File: src/rtl/gtl_pkg.sv
`timescale 1ns / 1ps
`default_nettype none
package gtl_pkg;

   localparam int MAX_WINDOW  = 4096;
   localparam int SQRT_STEPS  = 47;
   localparam int DIV_STEPS   = 47;

   localparam logic [12:0] MIN_LEN   = 13'd2;
   localparam logic [12:0] MAX_LEN   = 13'(MAX_WINDOW);
   localparam logic [79:0] RND_HALF  = 80'h2000_0000;

   // register indexes
   localparam logic [1:0] REG_TWO_COS = 2'd0;
   localparam logic [1:0] REG_COS     = 2'd1;
   localparam logic [1:0] REG_SIN     = 2'd2;
   localparam logic [1:0] REG_WINDOW  = 2'd3;

   // coefficient select
   localparam logic [1:0] COEF_TWO_COS = 2'd0;
   localparam logic [1:0] COEF_COS     = 2'd1;
   localparam logic [1:0] COEF_SIN     = 2'd2;

   // multiplier operand select
   localparam logic [2:0] MUL_HI = 3'd0;
   localparam logic [2:0] MUL_LO = 3'd1;
   localparam logic [2:0] MUL_RE = 3'd2;
   localparam logic [2:0] MUL_IM = 3'd3;
   localparam logic [2:0] MUL_NN = 3'd4;

   // accumulator operation
   localparam logic [1:0] ACC_HOLD    = 2'd0;
   localparam logic [1:0] ACC_LOAD_HI = 2'd1;
   localparam logic [1:0] ACC_LOAD    = 2'd2;
   localparam logic [1:0] ACC_ADD     = 2'd3;

   typedef struct packed {
      logic       capture;
      logic       prep;
      logic [1:0] coef_sel;
      logic [2:0] mul_src;
      logic [1:0] acc_op;
      logic       fin_step;
      logic       store_re;
      logic       store_im;
      logic       sq_done;
      logic       sqrt_step;
      logic       div_step;
      logic       out_load;
   } cmd_type;

   typedef struct packed {
      logic last;
      logic out_free;
   } sts_type;

endpackage
`default_nettype wire

File: src/rtl/gtl_req_if.sv
`timescale 1ns / 1ps
`default_nettype none
interface gtl_req_if;
   logic               valid;
   logic               ready;
   logic signed [15:0] sample;

   modport source (output valid, output sample, input ready);
   modport sink   (input valid, input sample, output ready);
endinterface
`default_nettype wire

File: src/rtl/gtl_rsp_if.sv
`timescale 1ns / 1ps
`default_nettype none
interface gtl_rsp_if;
   logic        valid;
   logic        ready;
   logic [31:0] rms_level;

   modport source (output valid, output rms_level, input ready);
   modport sink   (input valid, input rms_level, output ready);
endinterface
`default_nettype wire

File: src/rtl/goertzel_tone_level_top.sv
// Goertzel tone level meter. Each accepted word carries one Q1.15 sample; the
// last sample of every window of N samples yields one Q2.30 RMS level word.
// A sample inside a window runs through the accept, two partial products on
// the one shared 32x32 multiplier, their rounding sum and the recurrence
// update. The closing sample of a window, with the output register free,
// runs through the accept, three multiplier passes, the squares and the
// overflow bound, a 47-step square root and a 47-step divide by N (one bit
// per cycle each) and the load of the output. If the previous word still
// waits there, the closing sample holds until it is taken. A finished word
// waits in the output register while the next samples are taken.
// Configuration writes take effect at once and never clear the window state.
`timescale 1ns / 1ps
`default_nettype none
module goertzel_tone_level_top (
   input  wire logic        clock,
   input  wire logic        reset,
   gtl_req_if.sink          req_chan,
   gtl_rsp_if.source        rsp_chan,
   input  wire logic        csr_wen,
   input  wire logic [1:0]  csr_index,
   input  wire logic [31:0] csr_wdata
);
   import gtl_pkg::*;

   cmd_type cmd;
   sts_type sts;

   gtl_ctrl u_ctrl (
      .clock     (clock),
      .reset     (reset),
      .req_valid (req_chan.valid),
      .req_ready (req_chan.ready),
      .sts       (sts),
      .cmd       (cmd)
   );

   gtl_dp u_dp (
      .clock         (clock),
      .reset         (reset),
      .cmd           (cmd),
      .sts           (sts),
      .req_sample    (req_chan.sample),
      .rsp_valid     (rsp_chan.valid),
      .rsp_ready     (rsp_chan.ready),
      .rsp_rms_level (rsp_chan.rms_level),
      .csr_wen       (csr_wen),
      .csr_index     (csr_index),
      .csr_wdata     (csr_wdata)
   );

endmodule
`default_nettype wire

File: src/rtl/gtl_dp.sv
`timescale 1ns / 1ps
`default_nettype none
module gtl_dp (
   input  wire logic                clock,
   input  wire logic                reset,
   input  wire gtl_pkg::cmd_type    cmd,
   output gtl_pkg::sts_type         sts,
   input  wire logic signed [15:0]  req_sample,
   output logic                     rsp_valid,
   input  wire logic                rsp_ready,
   output logic [31:0]              rsp_rms_level,
   input  wire logic                csr_wen,
   input  wire logic [1:0]          csr_index,
   input  wire logic [31:0]         csr_wdata
);
   import gtl_pkg::*;

   logic signed [31:0] two_cos_ff, cos_ff, sin_ff;
   logic [12:0]        window_ff;

   logic signed [15:0] x_ff;
   logic signed [47:0] s1_ff, s2_ff, s0_ff;
   logic [12:0]        count_ff;
   logic [47:0]        mag_s_ff;
   logic [31:0]        mag_c_ff;
   logic               neg_ff;
   logic [63:0]        mul_ff;
   logic [79:0]        acc_ff, acc_in;
   logic signed [51:0] re_ff, im_ff;
   logic [63:0]        rad_ff;
   logic [49:0]        rem_ff;
   logic [47:0]        root_ff;
   logic [12:0]        dr_ff;
   logic               sat_ff;
   logic               rsp_valid_ff;
   logic [31:0]        rsp_data_ff;

   logic [12:0]        n_eff;
   logic signed [31:0] coef;
   logic [31:0]        op_a, op_b;
   logic [63:0]        prod;
   logic signed [51:0] q52, q_s;
   logic signed [53:0] sum;
   logic signed [47:0] s0_val;
   logic [51:0]        are, aim;
   logic [63:0]        m_val, lim_val;
   logic [49:0]        rem_n, trial;
   logic [13:0]        dr_n;

   always_comb begin
      n_eff = window_ff;
      if (window_ff < MIN_LEN) n_eff = MIN_LEN;
      if (window_ff > MAX_LEN) n_eff = MAX_LEN;
   end

   assign sts.last     = ({1'b0, count_ff} + 14'd1) >= {1'b0, n_eff};
   assign sts.out_free = !rsp_valid_ff || rsp_ready;

   always_comb begin
      case (cmd.coef_sel)
         COEF_TWO_COS: coef = two_cos_ff;
         COEF_COS:     coef = cos_ff;
         COEF_SIN:     coef = sin_ff;
         default:      coef = two_cos_ff;
      endcase
   end

   assign are = re_ff[51] ? 52'(-re_ff) : 52'(re_ff);
   assign aim = im_ff[51] ? 52'(-im_ff) : 52'(im_ff);

   always_comb begin
      case (cmd.mul_src)
         MUL_HI:  begin op_a = mag_c_ff;   op_b = {8'd0, mag_s_ff[47:24]}; end
         MUL_LO:  begin op_a = mag_c_ff;   op_b = {8'd0, mag_s_ff[23:0]};  end
         MUL_RE:  begin op_a = are[31:0];  op_b = are[31:0];               end
         MUL_IM:  begin op_a = aim[31:0];  op_b = aim[31:0];               end
         MUL_NN:  begin op_a = {19'd0, n_eff}; op_b = {19'd0, n_eff};      end
         default: begin op_a = '0;         op_b = '0;                      end
      endcase
   end
   assign prod = {32'd0, op_a} * {32'd0, op_b};

   always_comb begin
      case (cmd.acc_op)
         ACC_LOAD_HI: acc_in = {mul_ff[55:0], 24'd0} + RND_HALF;
         ACC_LOAD:    acc_in = {16'd0, mul_ff};
         ACC_ADD:     acc_in = acc_ff + {16'd0, mul_ff};
         default:     acc_in = acc_ff;
      endcase
   end

   // rounded product magnitude, sign restored
   assign q52 = $signed({2'b00, acc_ff[79:30]});
   assign q_s = neg_ff ? -q52 : q52;
   assign sum = 54'(x_ff) + 54'(q_s) - 54'(s2_ff);
   always_comb begin
      if (sum > 54'sh7FFF_FFFF_FFFF)       s0_val = 48'sh7FFF_FFFF_FFFF;
      else if (sum < -54'sh8000_0000_0000) s0_val = -48'sh8000_0000_0000;
      else                                 s0_val = sum[47:0];
   end

   assign m_val   = {acc_ff[62:0], 1'b0};
   assign lim_val = {mul_ff[29:0], 34'd0};
   assign rem_n   = {rem_ff[47:0], rad_ff[63:62]};
   assign trial   = {root_ff, 2'b01};
   assign dr_n    = {dr_ff, root_ff[46]};

   always_ff @(posedge clock) begin
      if (reset) begin
         two_cos_ff <= 32'sd0;
         cos_ff     <= 32'sh4000_0000;
         sin_ff     <= 32'sd0;
         window_ff  <= 13'd1024;
      end else if (csr_wen) begin
         case (csr_index)
            REG_TWO_COS: two_cos_ff <= csr_wdata;
            REG_COS:     cos_ff     <= csr_wdata;
            REG_SIN:     sin_ff     <= csr_wdata;
            REG_WINDOW:  window_ff  <= csr_wdata[12:0];
            default: ;
         endcase
      end
   end

   always_ff @(posedge clock) begin
      if (reset) begin
         s1_ff        <= '0;
         s2_ff        <= '0;
         count_ff     <= '0;
         rsp_valid_ff <= 1'b0;
      end else begin
         rsp_valid_ff <= cmd.out_load || (rsp_valid_ff && !rsp_ready);
         if (cmd.fin_step && !sts.last) begin
            s2_ff    <= s1_ff;
            s1_ff    <= s0_val;
            count_ff <= count_ff + 13'd1;
         end
         if (cmd.out_load) begin
            s1_ff        <= '0;
            s2_ff        <= '0;
            count_ff     <= '0;
         end
      end
   end

   always_ff @(posedge clock) begin
      mul_ff <= prod;
      acc_ff <= acc_in;
      if (cmd.capture) x_ff <= req_sample;
      if (cmd.prep) begin
         mag_s_ff <= s1_ff[47] ? 48'(-s1_ff) : 48'(s1_ff);
         mag_c_ff <= coef[31] ? 32'(-coef) : 32'(coef);
         neg_ff   <= s1_ff[47] ^ coef[31];
      end
      if (cmd.fin_step && sts.last) s0_ff <= s0_val;
      if (cmd.store_re) re_ff <= 52'(s0_ff) - q_s;
      if (cmd.store_im) im_ff <= q_s;
      if (cmd.sq_done) begin
         rad_ff  <= m_val;
         rem_ff  <= '0;
         root_ff <= '0;
         dr_ff   <= '0;
         sat_ff  <= (|are[51:31]) || (|aim[51:31]) || (m_val >= lim_val);
      end
      if (cmd.sqrt_step) begin
         rad_ff <= {rad_ff[61:0], 2'b00};
         if (rem_n >= trial) begin
            rem_ff  <= rem_n - trial;
            root_ff <= {root_ff[46:0], 1'b1};
         end else begin
            rem_ff  <= rem_n;
            root_ff <= {root_ff[46:0], 1'b0};
         end
      end
      // shift quotient bits into the root register as the dividend drains
      if (cmd.div_step) begin
         if (dr_n >= {1'b0, n_eff}) begin
            dr_ff   <= 13'(dr_n - {1'b0, n_eff});
            root_ff <= {root_ff[46:0], 1'b1};
         end else begin
            dr_ff   <= dr_n[12:0];
            root_ff <= {root_ff[46:0], 1'b0};
         end
      end
      // bit 47 holds a leftover dividend bit; the quotient sits in 46:0
      if (cmd.out_load)
         rsp_data_ff <= (sat_ff || (|root_ff[46:32])) ? 32'hFFFF_FFFF : root_ff[31:0];
   end

   assign rsp_valid     = rsp_valid_ff;
   assign rsp_rms_level = rsp_data_ff;

endmodule
`default_nettype wire

File: src/rtl/gtl_ctrl.sv
`timescale 1ns / 1ps
`default_nettype none
module gtl_ctrl (
   input  wire logic             clock,
   input  wire logic             reset,
   input  wire logic             req_valid,
   output logic                  req_ready,
   input  wire gtl_pkg::sts_type sts,
   output gtl_pkg::cmd_type      cmd
);
   import gtl_pkg::*;

   localparam logic [3:0] S_IDLE = 4'd0;
   localparam logic [3:0] S_HI   = 4'd1;
   localparam logic [3:0] S_LO   = 4'd2;
   localparam logic [3:0] S_ADD  = 4'd3;
   localparam logic [3:0] S_FIN  = 4'd4;
   localparam logic [3:0] S_SQA  = 4'd5;
   localparam logic [3:0] S_SQB  = 4'd6;
   localparam logic [3:0] S_SQC  = 4'd7;
   localparam logic [3:0] S_SQD  = 4'd8;
   localparam logic [3:0] S_SQRT = 4'd9;
   localparam logic [3:0] S_DIV  = 4'd10;
   localparam logic [3:0] S_OUT  = 4'd11;

   localparam logic [1:0] PH_REC = 2'd0;
   localparam logic [1:0] PH_COS = 2'd1;
   localparam logic [1:0] PH_SIN = 2'd2;

   localparam logic [5:0] SQRT_LAST = 6'(SQRT_STEPS - 1);
   localparam logic [5:0] DIV_LAST  = 6'(DIV_STEPS - 1);

   logic [3:0] state_ff, state_in;
   logic [1:0] ph_ff, ph_in;
   logic [5:0] iter_ff, iter_in;

   assign req_ready = (state_ff == S_IDLE);

   always_comb begin
      cmd      = '0;
      state_in = state_ff;
      ph_in    = ph_ff;
      iter_in  = iter_ff;
      case (state_ff)
         S_IDLE: begin
            if (req_valid) begin
               cmd.capture  = 1'b1;
               cmd.prep     = 1'b1;
               cmd.coef_sel = COEF_TWO_COS;
               ph_in        = PH_REC;
               state_in     = S_HI;
            end
         end
         S_HI: begin
            cmd.mul_src = MUL_HI;
            state_in    = S_LO;
         end
         S_LO: begin
            cmd.mul_src = MUL_LO;
            cmd.acc_op  = ACC_LOAD_HI;
            state_in    = S_ADD;
         end
         S_ADD: begin
            cmd.acc_op = ACC_ADD;
            state_in   = S_FIN;
         end
         S_FIN: begin
            case (ph_ff)
               PH_REC: begin
                  cmd.fin_step = 1'b1;
                  if (sts.last) begin
                     cmd.prep     = 1'b1;
                     cmd.coef_sel = COEF_COS;
                     ph_in        = PH_COS;
                     state_in     = S_HI;
                  end else begin
                     state_in = S_IDLE;
                  end
               end
               PH_COS: begin
                  cmd.store_re = 1'b1;
                  cmd.prep     = 1'b1;
                  cmd.coef_sel = COEF_SIN;
                  ph_in        = PH_SIN;
                  state_in     = S_HI;
               end
               PH_SIN: begin
                  cmd.store_im = 1'b1;
                  state_in     = S_SQA;
               end
               default: state_in = S_IDLE;
            endcase
         end
         S_SQA: begin
            cmd.mul_src = MUL_RE;
            state_in    = S_SQB;
         end
         S_SQB: begin
            cmd.mul_src = MUL_IM;
            cmd.acc_op  = ACC_LOAD;
            state_in    = S_SQC;
         end
         S_SQC: begin
            cmd.mul_src = MUL_NN;
            cmd.acc_op  = ACC_ADD;
            state_in    = S_SQD;
         end
         S_SQD: begin
            cmd.sq_done = 1'b1;
            iter_in     = '0;
            state_in    = S_SQRT;
         end
         S_SQRT: begin
            cmd.sqrt_step = 1'b1;
            iter_in       = iter_ff + 6'd1;
            if (iter_ff == SQRT_LAST) begin
               iter_in  = '0;
               state_in = S_DIV;
            end
         end
         S_DIV: begin
            cmd.div_step = 1'b1;
            iter_in      = iter_ff + 6'd1;
            if (iter_ff == DIV_LAST) begin
               iter_in  = '0;
               state_in = S_OUT;
            end
         end
         S_OUT: begin
            // hold until the output register can take the word
            if (sts.out_free) begin
               cmd.out_load = 1'b1;
               state_in     = S_IDLE;
            end
         end
         default: state_in = S_IDLE;
      endcase
   end

   always_ff @(posedge clock) begin
      if (reset) begin
         state_ff <= S_IDLE;
         ph_ff    <= PH_REC;
         iter_ff  <= '0;
      end else begin
         state_ff <= state_in;
         ph_ff    <= ph_in;
         iter_ff  <= iter_in;
      end
   end

   a_out_free: assert property (@(posedge clock) disable iff (reset)
      cmd.out_load |-> sts.out_free)
      else $error("result loaded while output register busy");

   a_sqrt_to_div: assert property (@(posedge clock) disable iff (reset)
      (state_ff == S_SQRT && iter_ff == SQRT_LAST) |=> state_ff == S_DIV)
      else $error("square root did not hand over to divider");

   a_fin_after_add: assert property (@(posedge clock) disable iff (reset)
      cmd.fin_step |-> $past(state_ff) == S_ADD)
      else $error("recurrence committed before product finished");

endmodule
`default_nettype wire
File: src/flat_wrapper.sv
// flat-port wrapper written by rule: the top's interface ports become plain ports
module goertzel_tone_level_top_flat import gtl_pkg::*;
  (clock, reset, csr_wen, csr_index, csr_wdata, req_chan_valid, req_chan_sample, req_chan_ready, rsp_chan_valid, rsp_chan_rms_level, rsp_chan_ready);
  gtl_req_if req_chan_i ();
  gtl_rsp_if rsp_chan_i ();
  input  wire logic clock;
  input  wire logic reset;
  input  wire logic csr_wen;
  input  wire logic [1:0] csr_index;
  input  wire logic [31:0] csr_wdata;
  input wire logic [$bits(req_chan_i.valid)-1:0] req_chan_valid;
  input wire logic [$bits(req_chan_i.sample)-1:0] req_chan_sample;
  output wire logic [$bits(req_chan_i.ready)-1:0] req_chan_ready;
  output wire logic [$bits(rsp_chan_i.valid)-1:0] rsp_chan_valid;
  output wire logic [$bits(rsp_chan_i.rms_level)-1:0] rsp_chan_rms_level;
  input wire logic [$bits(rsp_chan_i.ready)-1:0] rsp_chan_ready;
  assign req_chan_i.valid = req_chan_valid;
  assign req_chan_i.sample = req_chan_sample;
  assign req_chan_ready = req_chan_i.ready;
  assign rsp_chan_valid = rsp_chan_i.valid;
  assign rsp_chan_rms_level = rsp_chan_i.rms_level;
  assign rsp_chan_i.ready = rsp_chan_ready;
  goertzel_tone_level_top u_core (.clock(clock), .reset(reset), .req_chan(req_chan_i), .rsp_chan(rsp_chan_i), .csr_wen(csr_wen), .csr_index(csr_index), .csr_wdata(csr_wdata));
endmodule
File: config.mk
export PLATFORM = sky130hd
export DESIGN_NAME = goertzel_tone_level_top_flat
export DESIGN_NICKNAME = d
export VERILOG_FILES = /design/src/rtl/gtl_pkg.sv /design/src/rtl/gtl_req_if.sv /design/src/rtl/gtl_rsp_if.sv /design/src/rtl/goertzel_tone_level_top.sv /design/src/rtl/gtl_dp.sv /design/src/rtl/gtl_ctrl.sv /design/src/flat_wrapper.sv
export SDC_FILE = /design/constraint.sdc
export NUM_CORES = 2
export LEC_CHECK = 0
export BUFFER_PORTS_ARGS = -buffer_cell sky130_fd_sc_hd__buf_2
export CAP_MARGIN = 10
export CORE_UTILIZATION = 47
export DETAILED_ROUTE_END_ITERATION = 16
export PLACE_DENSITY = 0.63
export SLEW_MARGIN = 5
export SYNTH_ARGS = -nofsm -noshare
export SYNTH_HDL_FRONTEND = slang
export SYNTH_HIERARCHICAL = 1
export SYNTH_SLANG_ARGS = --single-unit
File: constraint.sdc
create_clock -name clock -period 20.1 [get_ports clock]
set_input_delay 1.005 -clock clock [delete_from_list [all_inputs] [get_ports clock]]
set_output_delay 1.005 -clock clock [all_outputs]
set_load 0.02 [all_outputs]
**After elaboration in Yosys (flattened, before gate mapping)**

Index checks and enable logic that the tools add are counted.

- Register bits: 829
- Output and inout port bits: 34
- Word-level logic and storage cells: 176

- Add/subtract/negate cells: 15
- Multiply operators: 1
- Order comparisons: 8
- Equality and inequality tests: 32
- Muxes and demuxes: 55
- Bitwise gates (word level): 1
- Reductions and logical operators: 34

Operators with widths:

| kind | count |
|---|---|
| $mux 48 | 8 |
| $pmux 80 s3 | 1 |
| $pmux 32 s5 | 1 |
| $mux 52 | 3 |
| $mux 64 | 2 |
| $pmux 32 s4 | 1 |
| $neg 52->52 | 2 |
| $add 80x30->80 const B | 1 |
| $add 80x64->80 | 1 |
| $mux 13 | 5 |
| $ge 64x64->1 | 1 |
| $mul 32x32->64 | 1 |
| $pmux 32 s2 | 1 |
| $gt 54x48->1 const B | 1 |
| $lt 54x48->1 const B | 1 |
| $sub 53x48->54 | 1 |
| $add 16x52->53 | 1 |
| $neg 50->52 | 1 |
| $sub 48x52->52 | 1 |
| $ge 50x50->1 | 1 |
| $neg 48->48 | 1 |
| $pmux 4 s12 | 1 |
| $sub 48x48->48 | 1 |
| $mux 47 | 1 |
| other kinds (48) | 107 |

**Depth between registers and ports, before layout**

- Word-level depth: 11
- Gate-level depth with buffers: 43
- Depth with buffers taken out: 41

**Hierarchy**

Netlist, hierarchy kept.

Modules (own cells, without submodules):

| module | instances | cells each | area an instance (µm²) |
|---|---|---|---|
| gtl_dp | 1 | 9346 | 83925.5 |
| gtl_ctrl | 1 | 121 | 934.6 |

**Least setup slack after synthesis**

Ideal clock, no wire load.

- Kind: register -> register
- Start point: register u_core.u_dp.im_ff[13]
- End point: register u_core.u_dp.mul_ff[63]
- Library setup time: 0.121 ns
- Arrival: 10.099 ns
- Required time: 19.979 ns
- Setup slack: 9.880 ns
- Stages on the path, launching flop included: 38
- Buffers on the path: 3
- Clock period less this slack: 10.220 ns
- Cell sequence: edfxtp_1 > or4_1 > nor4b_1 > nand3_1 > nor2_1 > nand2_1 > o31ai_1 > xor2_1 > nand2_1 > o21ai_0 > nand2b_1 > clkbuf_1 > inv_1 > clkbuf_1 > clkbuf_1 > nand2_1 > fa_1 > fa_1 > [... 2 more ...] > fa_1 > fa_1 > fa_1 > inv_1 > fa_1 > ha_1 > a21o_1 > a21o_1 > a21oi_1 > o221a_2 > o21ai_0 > a31oi_1 > a21boi_0 > o21ai_0 > a21boi_0 > a41o_1 > o41a_1 > xnor2_1

- Longest elaborated chain between the ends: 4
- Elaborated cells on any way between the ends: 5
- Classes of those cells: add/sub (1); mul (1); mux (3)

RTL lines:

| element | RTL line | RTL |
|---|---|---|
| start: declaration | gtl_dp.sv:29 | `logic signed [51:0] re_ff, im_ff;` |
| start signal: assignment | gtl_dp.sv:157 | `if (cmd.store_im) im_ff <= q_s;` |
| $neg 52->52 | gtl_dp.sv:69 | `assign aim = im_ff[51] ? 52'(-im_ff) : 52'(im_ff);` |
| $mux 52 * | gtl_dp.sv:69 |  |
| $pmux 32 s5 or $pmux 32 s4 (tied branches) | gtl_dp.sv:72 | `case (cmd.mul_src)` |
| $mul 32x32->64 * | gtl_dp.sv:81 | `assign prod = {32'd0, op_a} * {32'd0, op_b};` |
| named net u_core.u_dp.prod[63] | gtl_dp.sv:41 | `logic [63:0] prod;` |
| end signal: assignment | gtl_dp.sv:147 | `mul_ff <= prod;` |
| end: declaration | gtl_dp.sv:27 | `logic [63:0] mul_ff;` |

The timed path passes the listed nets; every way through them passes the cells marked *.
A chain may end at the register's enable or synchronous reset.

==> impl_metrics.json <==
{
  "status": "complete, no violations",
  "path_common_cell": "fa_1",
  "multiInputGateArea_um2": 56600,
  "dp_slack_ps": 7460,
  "cts_tree": "done",
  "worst_setup_path_start_kind": "register",
  "synthTopCellsByCount": "1290 x inv_1, 1253 x nand2_1, 951 x fa_1",
  "synth_seq_cells": 829,
  "grt_pass1_wl_um": 429000,
  "synthArstFlopShare": 0,
  "tightest_slew_ps": 1310,
  "gp_congestion": 1.01,
  "fmaxAchievable_mhz": 77.5,
  "ys_top_cells_by_area": "fa_1 22%, edfxtp_1 19%, ha_1 8.2%",
  "maxCapViolations": 0,
  "post_cts_resized": 0,
  "fin_setup_tns_ps": 0,
  "worstReg2RegEnd": "u_core/u_dp/mul_ff[62]",
  "finalMaxSlewViolations": 0,
  "clkTransAtPathRegs_ps": 60,
  "cp-end-kind": "register",
  "drt_iter0_markers": 6204,
  "rsz0062_at_grt": "no",
  "grt_pass1_vias": 69620,
  "skew_ps": 41.4,
  "setup_viol": 0,
  "ys.flop_type": "edfxtp_1",
  "fin_crit_sh": 0.642,
  "hpwl_um": 217000,
  "drt-total-wl_um": 283000,
  "relSlewSlack": 0.126,
  "htreeDepth": 3,
  "synth_top_area_share": 0.224,
  "die-area_um2": 182000,
  "yosysMostFrequentCell": "inv_1",
  "area_delta_synth_final_pct": 7.47,
  "cts.sinks": 829,
  "reg2reg_depth": 32,
  "syn_area_per_cell_um2": 8.96,
  "ys_seq_area_frac": 0.258,
  "track_usage": 0.313,
  "die_y_um": 427,
  "period_minus_slack_ps": 12900,
  "drc": 0,
  "layout-drive-gt1-share": 0.0597,
  "synth_warnings": 6,
  "path_class": "register to register",
  "worstPathRequired_ps": 20710,
  "ant_nets": 0,
  "syn_inst": 9467,
  "postCtsSetupBuffers": 0,
  "hold_viol": 0,
  "rows": 155,
  "crit_arrival_ps": 13510,
  "globalRouteOverflowTotal": 0,
  "root_buffer": "clkbuf_16",
  "cp_slowest_stage_delay_ps": 890,
  "io_buffers": 88,
  "wl_per_cell_um": 24.0,
  "grt_start_max_net_pins": 94,
  "nets": 10916,
  "worstPathMaxFanout": 19,
  "ys_types": 91,
  "n_fill_cell": 16680,
  "avgViaCountPerCell": 5.83,
  "reg2reg_from": "u_core/u_ctrl/state_ff[1]",
  "reg2reg_setup_slack_ps": 7200,
  "syn_nets": 11026,
  "endpoint": "u_core/u_dp/mul_ff[62]",
  "ctsHoldBuffers": 0,
  "start_util": 0.475,
  "clk_latency_ps": 730,
  "first_pass_iters": 6,
  "vias": 68792,
  "fp.coreArea_um2": 179000,
  "ios": 89,
  "cp_slowest_cell": "a21oi_1",
  "synth-edff-count": 533,
  "syn_area_um2": 84900,
  "critPathLaunch": "u_core/u_ctrl/state_ff[1]",
  "layout_setup_ws_ps": 7200,
  "holdCritPathClass": "register to register",
  "seqCellArea_um2": 21900,
  "cts_buffers": 95,
  "die_w_um": 427,
  "cts_buffer_depth": 3,
  "yosysTopAreaCell": "fa_1",
  "grt_antenna_before_repair": 22
}
==> metal layers <==
| metal | vias up | global-route usage | routed length (um) |
|---|---|---|---|
| met5 | - | 0 | 77 |
| met4 | 10 | 0.146 | 15400 |
| met3 | 651 | 0.0612 | 22800 |
| met2 | 2768 | 0.512 | 132000 |
| met1 | 34320 | 0.398 | 113000 |
| li1 | 31043 | - | - |
==> cell usage in the layout (no fill, tap or decap), types with 64 or more instances in the layout <==
master | synthesis | final
inv_1 | 1290 | 1290
nand2_1 | 1253 | 1251
fa_1 | 951 | 951
nor2_1 | 901 | 890
a21oi_1 | 576 | 567
ha_1 | 553 | 551
edfxtp_1 | 533 | 533
xnor2_1 | 345 | 345
o21ai_0 | 353 | 345
dfxtp_1 | 296 | 295
xor2_1 | 203 | 203
a21o_1 | 195 | 195
buf_4 | 2 | 162
nand2b_1 | 129 | 129
mux2i_1 | 127 | 127
nand3_1 | 107 | 107
clkbuf_16 | 0 | 99
buf_2 | 2 | 87
nor2b_1 | 81 | 79
nor3_1 | 82 | 78
nand4_1 | 70 | 70
and3_1 | 65 | 64
==> per-stage QoR <==
step / instances / util / hold WS, ps / area (um^2)
global placement: 11614 / 0.492 / 440 / 88000
global route: 11794 / 0.510 / 429 / 91200
floorplan: 9467 / - / 432 / 84900
finish: 11797 / 0.510 / 454 / 91200
detailed placement: 11614 / 0.492 / 447 / 88000
CTS: 11792 / 0.510 / 413 / 91200
==> critical path: cells and delay by family, from the launching register on <==
family          cells  cell delay (ps)
compound gates     11             4130
xor+xnor            1              170
fa+ha+maj           9             4530
buf+inv             5             1070
flops               1              710
simple gates        6             2110
==> kinds of logic after synthesis <==
logic type,Yosys count,share of synthesized area
AO/OA/AOI/OAI,1757,0.133
XOR/XNOR,548,0.0566
adder cells (fa/ha/maj),1504,0.306
buffers and inverters,1748,0.0775
flip-flops,829,0.258
multiplexers,132,0.0156
AND/OR/NAND/NOR,2949,0.153
==> worst min-delay path by stage <==
stage                                   start                   endpoint  cells after the start
global route               req_chan_sample[6]        u_core/u_dp/x_ff[6]                      1
CTS                       req_chan_sample[10]       u_core/u_dp/x_ff[10]                      1
global placement    u_core/u_dp/two_cos_ff[6]  u_core/u_dp/two_cos_ff[6]                      2
detailed placement  u_core/u_dp/two_cos_ff[9]  u_core/u_dp/two_cos_ff[9]                      2
finish                  u_core/u_dp/s2_ff[35]      u_core/u_dp/s2_ff[35]                      2
floorplan           u_core/u_dp/two_cos_ff[6]  u_core/u_dp/two_cos_ff[6]                      2
==> registers in the layout, indices dropped and copies added (netlist names), 48 cells and up <==
register / cells
u_core/u_dp/im_ff: 52
u_core/u_dp/root_ff: 48
u_core/u_dp/rad_ff: 63
u_core/u_dp/s0_ff: 48
u_core/u_dp/s2_ff: 48
u_core/u_dp/acc_ff: 80
u_core/u_dp/mul_ff: 64
u_core/u_dp/mag_s_ff: 48
u_core/u_dp/rem_ff: 48
u_core/u_dp/re_ff: 52
u_core/u_dp/s1_ff: 48
==> cell type report <==
type                       instances  area share
multi-input combinational       6890       0.621
sequential                       829       0.240
inverter                        1292      0.0532
tap                             2355      0.0323
clock buffer                     135      0.0300
timing repair buffer             249      0.0181
clock inverter                    43     0.00517
antenna                            4    0.000110
Power is left out: the tool's default activity adds up to more than one toggle a clock period on the data nets, which glitch-free logic cannot reach.
